**src/rtl/atti_pkg.sv**
```systemverilog
// ----------------------------------------------------------------------------
// atti_pkg
// Shared sizes, codes and controller/datapath interface types for the
// ADC-to-temperature interpolator.
// ----------------------------------------------------------------------------
package atti_pkg;

    // Table and sample sizes
    localparam int TABLE_DEPTH = 128;
    localparam int SAMPLE_BITS = 12;

    localparam int IDX_W  = $clog2(TABLE_DEPTH);   // table address
    localparam int N_W    = IDX_W + 1;             // holds 0..TABLE_DEPTH
    localparam int KEY_W  = SAMPLE_BITS;

    // Fixed field widths
    localparam int TEMP_W = 16;
    localparam int CFG_W  = 8;
    localparam int CHAN_W = 8;
    localparam int EIDX_W = 7;

    // Interpolation arithmetic
    localparam int DV_W      = TEMP_W + 1;          // value difference
    localparam int DK_W      = KEY_W + 1;           // key difference
    localparam int PROD_W    = DV_W + DK_W;
    localparam int MAG_W     = TEMP_W + KEY_W;      // |product| < 2**MAG_W
    localparam int DIV_STEPS = (MAG_W + 1) / 2;     // two quotient bits a step
    localparam int DIV_W     = 2 * DIV_STEPS;
    localparam int DCNT_W    = $clog2(DIV_STEPS);
    localparam int R_W       = MAG_W + 2;

    localparam logic signed [R_W-1:0] TEMP_MAX = R_W'(32767);
    localparam logic signed [R_W-1:0] TEMP_MIN = R_W'(-32768);

    // Entry count floor
    localparam logic [CFG_W-1:0] COUNT_MIN = CFG_W'(2);

    // Channels that have a table
    localparam logic [CHAN_W-1:0] CHAN_1 = CHAN_W'(1);
    localparam logic [CHAN_W-1:0] CHAN_2 = CHAN_W'(2);

    // Opcodes
    localparam logic OP_CONVERT = 1'b0;
    localparam logic OP_LOAD    = 1'b1;

    // Table read address select
    typedef enum logic [1:0] {
        RD_ZERO,
        RD_HI,
        RD_MID,
        RD_NBR
    } rd_sel_t;

    // Controller states
    typedef enum logic [3:0] {
        ST_IDLE,
        ST_CK0,
        ST_CKHI,
        ST_SCMP,
        ST_SADDR,
        ST_NBR,
        ST_NCAP,
        ST_DINIT,
        ST_DIV,
        ST_FIN
    } ctl_state_t;

    // Controller to datapath commands
    typedef struct packed {
        rd_sel_t rd_sel;
        logic    write_entry;
        logic    capture;
        logic    emit_error;
        logic    emit_entry;
        logic    latch_mid;
        logic    search_step;
        logic    mul;
        logic    div_init;
        logic    div_step;
        logic    emit_interp;
    } atti_cmd_t;

    // Datapath to controller status
    typedef struct packed {
        logic chan_ok;
        logic le_key;
        logic ge_key;
        logic key_eq;
        logic range_open;
    } atti_sts_t;

endpackage

```
**src/rtl/atti_ctrl.sv**
```systemverilog
// ----------------------------------------------------------------------------
// atti_ctrl
// Sequencer for clamp checks, binary search, neighbor fetch and division.
// ----------------------------------------------------------------------------
module atti_ctrl (
    input  logic                     clk,
    input  logic                     rst_n,
    input  logic                     start,
    input  logic                     opcode,
    input  atti_pkg::atti_sts_t      sts,
    output atti_pkg::atti_cmd_t      cmd,
    output logic                     busy
);

    atti_pkg::ctl_state_t              state_reg, state_next;
    logic [atti_pkg::DCNT_W-1:0]       cnt_reg, cnt_next;

    // State and step counter
    always_ff @(posedge clk or negedge rst_n)
    begin
        if (!rst_n)
        begin
            state_reg <= atti_pkg::ST_IDLE;
            cnt_reg   <= '0;
        end
        else
        begin
            state_reg <= state_next;
            cnt_reg   <= cnt_next;
        end
    end

    // Next state and commands
    always_comb
    begin
        state_next = state_reg;
        cnt_next   = cnt_reg;
        cmd        = '0;
        cmd.rd_sel = atti_pkg::RD_ZERO;

        unique case (state_reg)
            atti_pkg::ST_IDLE:
            begin
                // entry 0 is read every idle cycle, ready for a new item
                if (start)
                begin
                    if (opcode == atti_pkg::OP_LOAD)
                        cmd.write_entry = 1'b1;
                    else if (!sts.chan_ok)
                        cmd.emit_error = 1'b1;
                    else
                    begin
                        cmd.capture = 1'b1;
                        state_next  = atti_pkg::ST_CK0;
                    end
                end
            end
            atti_pkg::ST_CK0:
            begin
                if (sts.le_key)
                begin
                    cmd.emit_entry = 1'b1;
                    state_next     = atti_pkg::ST_IDLE;
                end
                else
                begin
                    cmd.rd_sel = atti_pkg::RD_HI;
                    state_next = atti_pkg::ST_CKHI;
                end
            end
            atti_pkg::ST_CKHI:
            begin
                if (sts.ge_key)
                begin
                    cmd.emit_entry = 1'b1;
                    state_next     = atti_pkg::ST_IDLE;
                end
                else
                begin
                    cmd.rd_sel = atti_pkg::RD_MID;
                    state_next = atti_pkg::ST_SCMP;
                end
            end
            atti_pkg::ST_SCMP:
            begin
                cmd.latch_mid = 1'b1;
                if (sts.key_eq)
                    state_next = atti_pkg::ST_NBR;
                else
                begin
                    cmd.search_step = 1'b1;
                    state_next      = atti_pkg::ST_SADDR;
                end
            end
            atti_pkg::ST_SADDR:
            begin
                if (sts.range_open)
                begin
                    cmd.rd_sel = atti_pkg::RD_MID;
                    state_next = atti_pkg::ST_SCMP;
                end
                else
                    state_next = atti_pkg::ST_NBR;
            end
            atti_pkg::ST_NBR:
            begin
                cmd.rd_sel = atti_pkg::RD_NBR;
                state_next = atti_pkg::ST_NCAP;
            end
            atti_pkg::ST_NCAP:
            begin
                cmd.mul    = 1'b1;
                state_next = atti_pkg::ST_DINIT;
            end
            atti_pkg::ST_DINIT:
            begin
                cmd.div_init = 1'b1;
                cnt_next     = atti_pkg::DCNT_W'(atti_pkg::DIV_STEPS - 1);
                state_next   = atti_pkg::ST_DIV;
            end
            atti_pkg::ST_DIV:
            begin
                cmd.div_step = 1'b1;
                if (cnt_reg == '0)
                    state_next = atti_pkg::ST_FIN;
                else
                    cnt_next = cnt_reg - atti_pkg::DCNT_W'(1);
            end
            atti_pkg::ST_FIN:
            begin
                cmd.emit_interp = 1'b1;
                state_next      = atti_pkg::ST_IDLE;
            end
            default:
            begin
                state_next = atti_pkg::ST_IDLE;
            end
        endcase
    end

    assign busy = (state_reg != atti_pkg::ST_IDLE);

endmodule

```
**config.mk**
```make
export PLATFORM = sky130hd
export DESIGN_NAME = atti_ctrl
export DESIGN_NICKNAME = d
export VERILOG_FILES = /design/src/rtl/atti_pkg.sv /design/src/rtl/atti_ctrl.sv
export SDC_FILE = /design/constraint.sdc
export NUM_CORES = 1
export LEC_CHECK = 0
export ABC_AREA = 1
export BUFFER_PORTS_ARGS = -buffer_cell sky130_fd_sc_hd__buf_4
export CAP_MARGIN = 20
export CORE_MARGIN = 1.5
export CORE_UTILIZATION = 43
export CTS_CLUSTER_SIZE = 28
export DETAILED_ROUTE_END_ITERATION = 16
export PLACE_DENSITY = 0.72
export SLEW_MARGIN = 20
export SYNTH_ARGS = -nofsm -noshare
export SYNTH_HDL_FRONTEND = slang
export SYNTH_SLANG_ARGS = --single-unit
```
**constraint.sdc**
```tcl
create_clock -name clk -period 1.2 [get_ports clk]
set_input_delay 0.06 -clock clk [delete_from_list [all_inputs] [get_ports clk]]
set_output_delay 0.06 -clock clk [all_outputs]
set_load 0.02 [all_outputs]
```
==> results of run 1 <==
## cells in the mapped netlist, types with 2 or more instances
cell type  number  area, um2
nand2_1        27        101
nor2_1         10       37.5
dfrtp_1         8        200
nand2_2         2       12.5
nand2_4         3       33.8
inv_2           3       11.3
nor3_1          4       20.0
nor2_4          2       22.5
inv_1          15       56.3
o21ai_0         2       10.0
nand3_1        14       70.1
## metal layers
layer,track usage,wire length [um],vias to the layer above
li1,-,-,389
met1,0.270,806,353
met2,0.375,1040,22
met3,0.0479,71,2
met4,0.0968,20,0
met5,0,0,-
## per-stage QoR
step / utilization / area, um2
2_1_floorplan: - / 637
3_3_place_gp: 0.610 / 813
3_5_place_dp: 0.610 / 813
4_1_cts: 0.737 / 983
5_1_grt: 0.864 / 1150
6_report: 0.864 / 1150
## power breakdown
part	switching (mW)	internal, mW
combinational	1.07	0.848
sequential	0.187	0.398
clock	0.0870	0.114
total	1.34	1.36
## kinds of logic after synthesis
kind of cell,count (synthesis),synth area share
flip-flops,8,0.317
buffers and inverters,18,0.107
AO/OA/AOI/OAI,3,0.0278
adder cells (fa/ha/maj),1,0.0198
AND/OR/NAND/NOR,67,0.528
## path summary, 6_finish.rpt
kind / endpoint / depth (start not counted) / start / slack, ns
worst max-delay path: cmd[11] / 5 / state_reg[3] / -0.23
worst max register to register: cnt_reg[3] / 9 / state_reg[0] / -0.12
max in group asynchronous: state_reg[1] / 2 / rst_n / 0.89
worst min register to register: cnt_reg[2] / 2 / cnt_reg[2] / 0.54
worst min-delay path: state_reg[2] / 2 / sts[0] / 0.05
min in group asynchronous: cnt_reg[2] / 2 / rst_n / 0.17
## cell type report
cell class,count,area [um2]
Fill cell,78,181
Inverter,18,72.6
Tap cell,15,18.8
Timing Repair Buffer,36,319
Clock buffer,3,22.5
Sequential cell,8,203
Multi-Input combinational cell,71,517
## repair_timing
item                       in CTS  in global routing
hold buffers                    1                  0
pin swaps                       7                 12
hold endpoints to repair        8                  0
setup endpoints to repair      14                 20
buffers inserted                8                  7
gates resized for setup        17                 28
==> summary.md, run 1 <==
| Metric | Value |
|---|---|
| WP buf/inv | `2` |
| Synth Register Bits | `8` |
| Core area | `1330 um2` |
| Worst Path Arrival | `1.37 ns` |
| Max Fclk | `702 MHz` |
| Violated checks | `setup timing` |
| Prevailing post-synth register cell | `dfrtp_1` |
| Tcrit/Tclk final | `1.19` |
| Mean Syn Cell Area | `6.50 um2` |
| Cells after DPL | `133` |
| Place WS | `0.00609 ns` |
| Max Slew Vio Count | `0` |
| I/O Buffers | `21` |
| Max cap viols | `0` |
| CTS H-tree depth | `1` |
| Post-Synthesis Cells | `97` |
| Initial Utilization | `0.473` |
| GRT Total Usage | `0.223` |
| Crit Path Max Fanout | `7` |
| Initial antenna violation count | `0` |
| Slew Limit Headroom | `0.837` |
| Layout cell share with drive strength beyond 1 | `0.559` |
| Routability cong. | `0.745` |
| Critical Path Most Common Cell | `nand3_2` |
| Clk buf depth | `2` |
| Hold Vio Cnt, Final | `0` |
| Most frequent cells in the layout | `buf_4 (25), nand2_1 (21), inv_1 (13)` |
| RSZ-0062 raised after global routing | `true` |
| Total die area | `1710 um2` |
| Vias in the first global route | `593` |
| VDD IR max | `1.65 mV` |
| Drt wl/cell | `12.8 um` |
| TritonCTS clock tree | `built` |
| Sink Count | `8` |
| Skew-Pair Late Insertion Delay | `0.25 ns` |
| Synth cell types | `18` |
| Skew final | `0.00362 ns` |
| CTS Buf Count | `3` |
| Commonest non-fill, non-tap cell in the layout | `buf_4` |
| Synthesized area | `631 um2` |
| Post-synth EDFFs | `0` |
| Final Total Pwr | `2.70 mW` |
| # IOs | `22` |
| Slowest cell on the critical path | `dfrtp_1` |
| Via density | `5.07` |
| Least-Margin Pin Slew | `0.242 ns` |
| Clock-pin transition on the worst setup and hold timing paths | `0.05 ns` |
| Total Routed Length | `1.93 mm` |
| Final setup margin | `-0.225 ns` |
| Final Setup Violations | `20` |
| DR vias | `766` |
| Crit path capture type | `output pin` |
| Nets | `148` |
| CP Class | `flop to output pin` |
| Drt pass-1 iters | `4` |
| CP required | `1.14 ns` |
| Cell family with most CP delay | `flip-flops` |
| Grt total ovfl | `0` |
| Register area share after synthesis | `0.317` |
| Worst Hold Class | `input port to flop` |
| Cell breakdown of the critical path | `nor2_4 > buf_4 > nand3_2 > nand3_2 > buf_6` |
| First-pass GRT wire length | `2.44 mm` |
| Leak | `0.600 nW` |
| Post-route ant nets | `0` |
| Syn nets | `107` |
| Synthesis warning total | `0` |
| Max stage delay on crit path | `0.43 ns` |
| Non-filler cells, final | `151` |
| Row count | `13` |
| N_diodes | `0` |
| Async SR Flop Fraction | `1.00` |
| Crit start category | `flop` |
| DRC viols | `0` |
| Tmin final | `1.43 ns` |
| Largest net degree at the start of global routing | `9` |
| DP HPWL | `1.15 mm` |
| Setup TNS | `-2.51 ns` |
| Outcome | `finished, violations left` |
| Die extent in x | `41.3 um` |
| Area Growth Syn to Fin | `82.7%` |
| CTS root buf | `clkbuf_4` |
| Pwr Density | `2340 nW/um2` |
| Die height | `41.3 um` |
| 1st-iter DRT viols | `8` |
| Worst hold margin | `0.0536 ns` |
No activity file was read; power rests on OpenSTA's default activity.
==> inputs of run 2 (changes only) <==
==> constraint.sdc (replaced) <==
create_clock -name clk -period 1.2 [get_ports clk]
set_input_delay 0.24 -clock clk [delete_from_list [all_inputs] [get_ports clk]]
set_output_delay 0.24 -clock clk [all_outputs]
set_load 0.02 [all_outputs]
==> summary.md, run 2 (synthesized netlist as in run 1, its figures left out) <==
| Metric | Value |
|---|---|
| RSZ-0062 raised after global routing | `true (unchanged)` |
| Crit Path Max Fanout | `5 (was 7)` |
| TritonCTS clock tree | `built (unchanged)` |
| Leak | `0.646 nW (was 0.600 nW)` |
| Max Slew Vio Count | `0 (unchanged)` |
| Cells after DPL | `146 (was 133)` |
| WP buf/inv | `1 (was 2)` |
| Crit path capture type | `output pin (unchanged)` |
| Sink Count | `8 (unchanged)` |
| First-pass GRT wire length | `2.79 mm (was 2.44 mm)` |
| Clk buf depth | `2 (unchanged)` |
| DRC viols | `0 (unchanged)` |
| Clk pwr share | `0.077 (was 0.074)` |
| Switching share of total power | `0.501 (was 0.496)` |
| Die height | `41.3 um (unchanged)` |
| Least-Margin Pin Slew | `0.364 ns (was 0.242 ns)` |
| Non-filler cells, final | `156 (was 151)` |
| Worst Path Arrival | `1.37 ns (about the same)` |
| Row count | `13 (unchanged)` |
| N_diodes | `0 (unchanged)` |
| Area Growth Syn to Fin | `91.3% (was 82.7%)` |
| Tcrit/Tclk final | `1.34 (was 1.19)` |
| Design internal power | `1.44 mW (was 1.36 mW)` |
| Grt total ovfl | `0 (unchanged)` |
| Hold Vio Cnt, Final | `0 (unchanged)` |
| Cell family with most CP delay | `simple AND/OR/NAND/NOR gates (was flip-flops)` |
| GRT Total Usage | `0.261 (was 0.223)` |
| Commonest non-fill, non-tap cell in the layout | `buf_4 (unchanged)` |
| Core area | `1330 um2 (unchanged)` |
| Drt wl/cell | `15.3 um (was 12.8 um)` |
| Crit start category | `flop (unchanged)` |
| Flop pwr share | `0.194 (was 0.217)` |
| Initial antenna violation count | `0 (unchanged)` |
| Cell breakdown of the critical path | `nor2_4 > nand2_4 > nor4_4 > buf_4 (was nor2_4 > buf_4 > nand3_2 > nand3_2 > buf_6)` |
| CTS Buf Count | `3 (unchanged)` |
| CP required | `0.96 ns (was 1.14 ns)` |
| Max Fclk | `620 MHz (was 702 MHz)` |
| Initial Utilization | `0.473 (unchanged)` |
| DR vias | `837 (was 766)` |
| Nets | `153 (was 148)` |
| FILL cells | `60 (was 78)` |
| DP HPWL | `1.40 mm (was 1.15 mm)` |
| Die extent in x | `41.3 um (unchanged)` |
| Tmin final | `1.61 ns (was 1.43 ns)` |
| Total Routed Length | `2.39 mm (was 1.93 mm)` |
| FF+latch area | `204 um2 (was 203 um2)` |
| Max cap viols | `0 (unchanged)` |
| Drt pass-1 iters | `4 (unchanged)` |
| Skew final | `0.00201 ns (was 0.00362 ns)` |
| Clock-pin transition on the worst setup and hold timing paths | `0.06 ns (was 0.05 ns)` |
| Largest net degree at the start of global routing | `9 (unchanged)` |
| Max stage delay on crit path | `0.46 ns (was 0.43 ns)` |
| Worst Hold Class | `input port to flop (unchanged)` |
| I/O Buffers | `21 (unchanged)` |
| 1st-iter DRT viols | `32 (was 8)` |
| Final Setup Violations | `20 (unchanged)` |
| Skew-Pair Late Insertion Delay | `0.26 ns (was 0.25 ns)` |
| Multi-input logic area | `523 um2 (was 517 um2)` |
| Combinational fraction of design power | `0.729 (was 0.709)` |
| CP Class | `flop to output pin (unchanged)` |
| Slowest cell on the critical path | `dfrtp_2 (was dfrtp_1)` |
| Routability cong. | `0.786 (was 0.745)` |
| Place WS | `-0.159 ns (was 0.00609 ns)` |
| Pwr Density | `2390 nW/um2 (was 2340 nW/um2)` |
| Violated checks | `setup timing (unchanged)` |
| Outcome | `finished, violations left (unchanged)` |
| Post-route ant nets | `0 (unchanged)` |
| Slew Limit Headroom | `0.755 (was 0.837)` |
| # IOs | `22 (unchanged)` |
| Via density | `5.37 (was 5.07)` |
| Final setup margin | `-0.413 ns (was -0.225 ns)` |
| Most frequent cells in the layout | `buf_4 (27), nand2_1 (23), inv_1 (12), buf_6 (12), nand3_1 (8) (was buf_4 (25), nand2_1 (21), inv_1 (13))` |
| Total die area | `1710 um2 (unchanged)` |
| CTS H-tree depth | `1 (unchanged)` |
| VDD IR max | `1.69 mV (was 1.65 mV)` |
| Vias in the first global route | `698 (was 593)` |
| Layout cell share with drive strength beyond 1 | `0.596 (was 0.559)` |
| Switch Pwr | `1.44 mW (was 1.34 mW)` |
| CTS root buf | `clkbuf_4 (unchanged)` |
run 2: cell count changes in the layout (fill, tap and decap cells not counted), sizes merged:
cell  before  now
buf       35   40
run 2: path summary, 6_finish.rpt:
| kind | start | end | slack, ns | cells past startpoint |
|---|---|---|---|---|
| max | state_reg[0] | cmd[7] | -0.41 | 4 |
| min | sts[0] | state_reg[2] | 0.25 | 2 |
| max reg2reg | state_reg[2] | cnt_reg[0] | -0.18 | 9 |
| min reg2reg | cnt_reg[0] | cnt_reg[0] | 0.55 | 2 |
| max in group asynchronous | rst_n | state_reg[1] | 0.71 | 2 |
| min in group asynchronous | rst_n | state_reg[3] | 0.34 | 2 |
run 2: per-layer routing:
metal  part of all wire  routed length (um)  global-route usage  up-vias
met5                  0                   0                   0        -
met4              0.021                  51               0.137        0
met3              0.046                 111              0.0479        4
met2               0.52                1260               0.477       43
met1               0.41                 975               0.282      387
li1                   -                   -                   -      403
run 2: what timing repair did:
item,4_1_cts,5_1_grt
pin swaps,9,4
hold buffers,1,0
setup buffers,6,3
setup endpoints to repair,18,21
gates resized for setup,22,18
endpoints found under the hold margin,8,0
run 2: area by class of cell:
type,instances,share of cell area
multi-input combinational,71,0.434
timing repair buffer,41,0.305
sequential,8,0.169
inverter,18,0.0581
clock buffer,3,0.0187
tap,15,0.0156
run 2: power groups by stage:
stage	Combinational, mW	Clock (mW)	Sequential [mW]
after floorplan	0.989	0	0.516
after global placement	1.50	0	0.530
after detailed placement	1.53	0	0.542
after CTS	1.87	0.222	0.539
after global routing	2.22	0.236	0.575
final	2.10	0.222	0.559
run 2: through the flow:
stage | total power [mW] | hold slack (ns) | util | instance area (um2) | TNS [ns]
2_1_floorplan | 1.51 | -0.0556 | - | 702 | -0.176
3_3_place_gp | 2.03 | 0.0629 | 0.732 | 976 | -0.619
3_5_place_dp | 2.08 | 0.0685 | 0.732 | 976 | -1.08
4_1_cts | 2.63 | 0.195 | 0.848 | 1130 | -4.38
5_1_grt | 3.04 | 0.247 | 0.904 | 1210 | -6.03
6_report | 2.88 | 0.246 | 0.904 | 1210 | -5.18
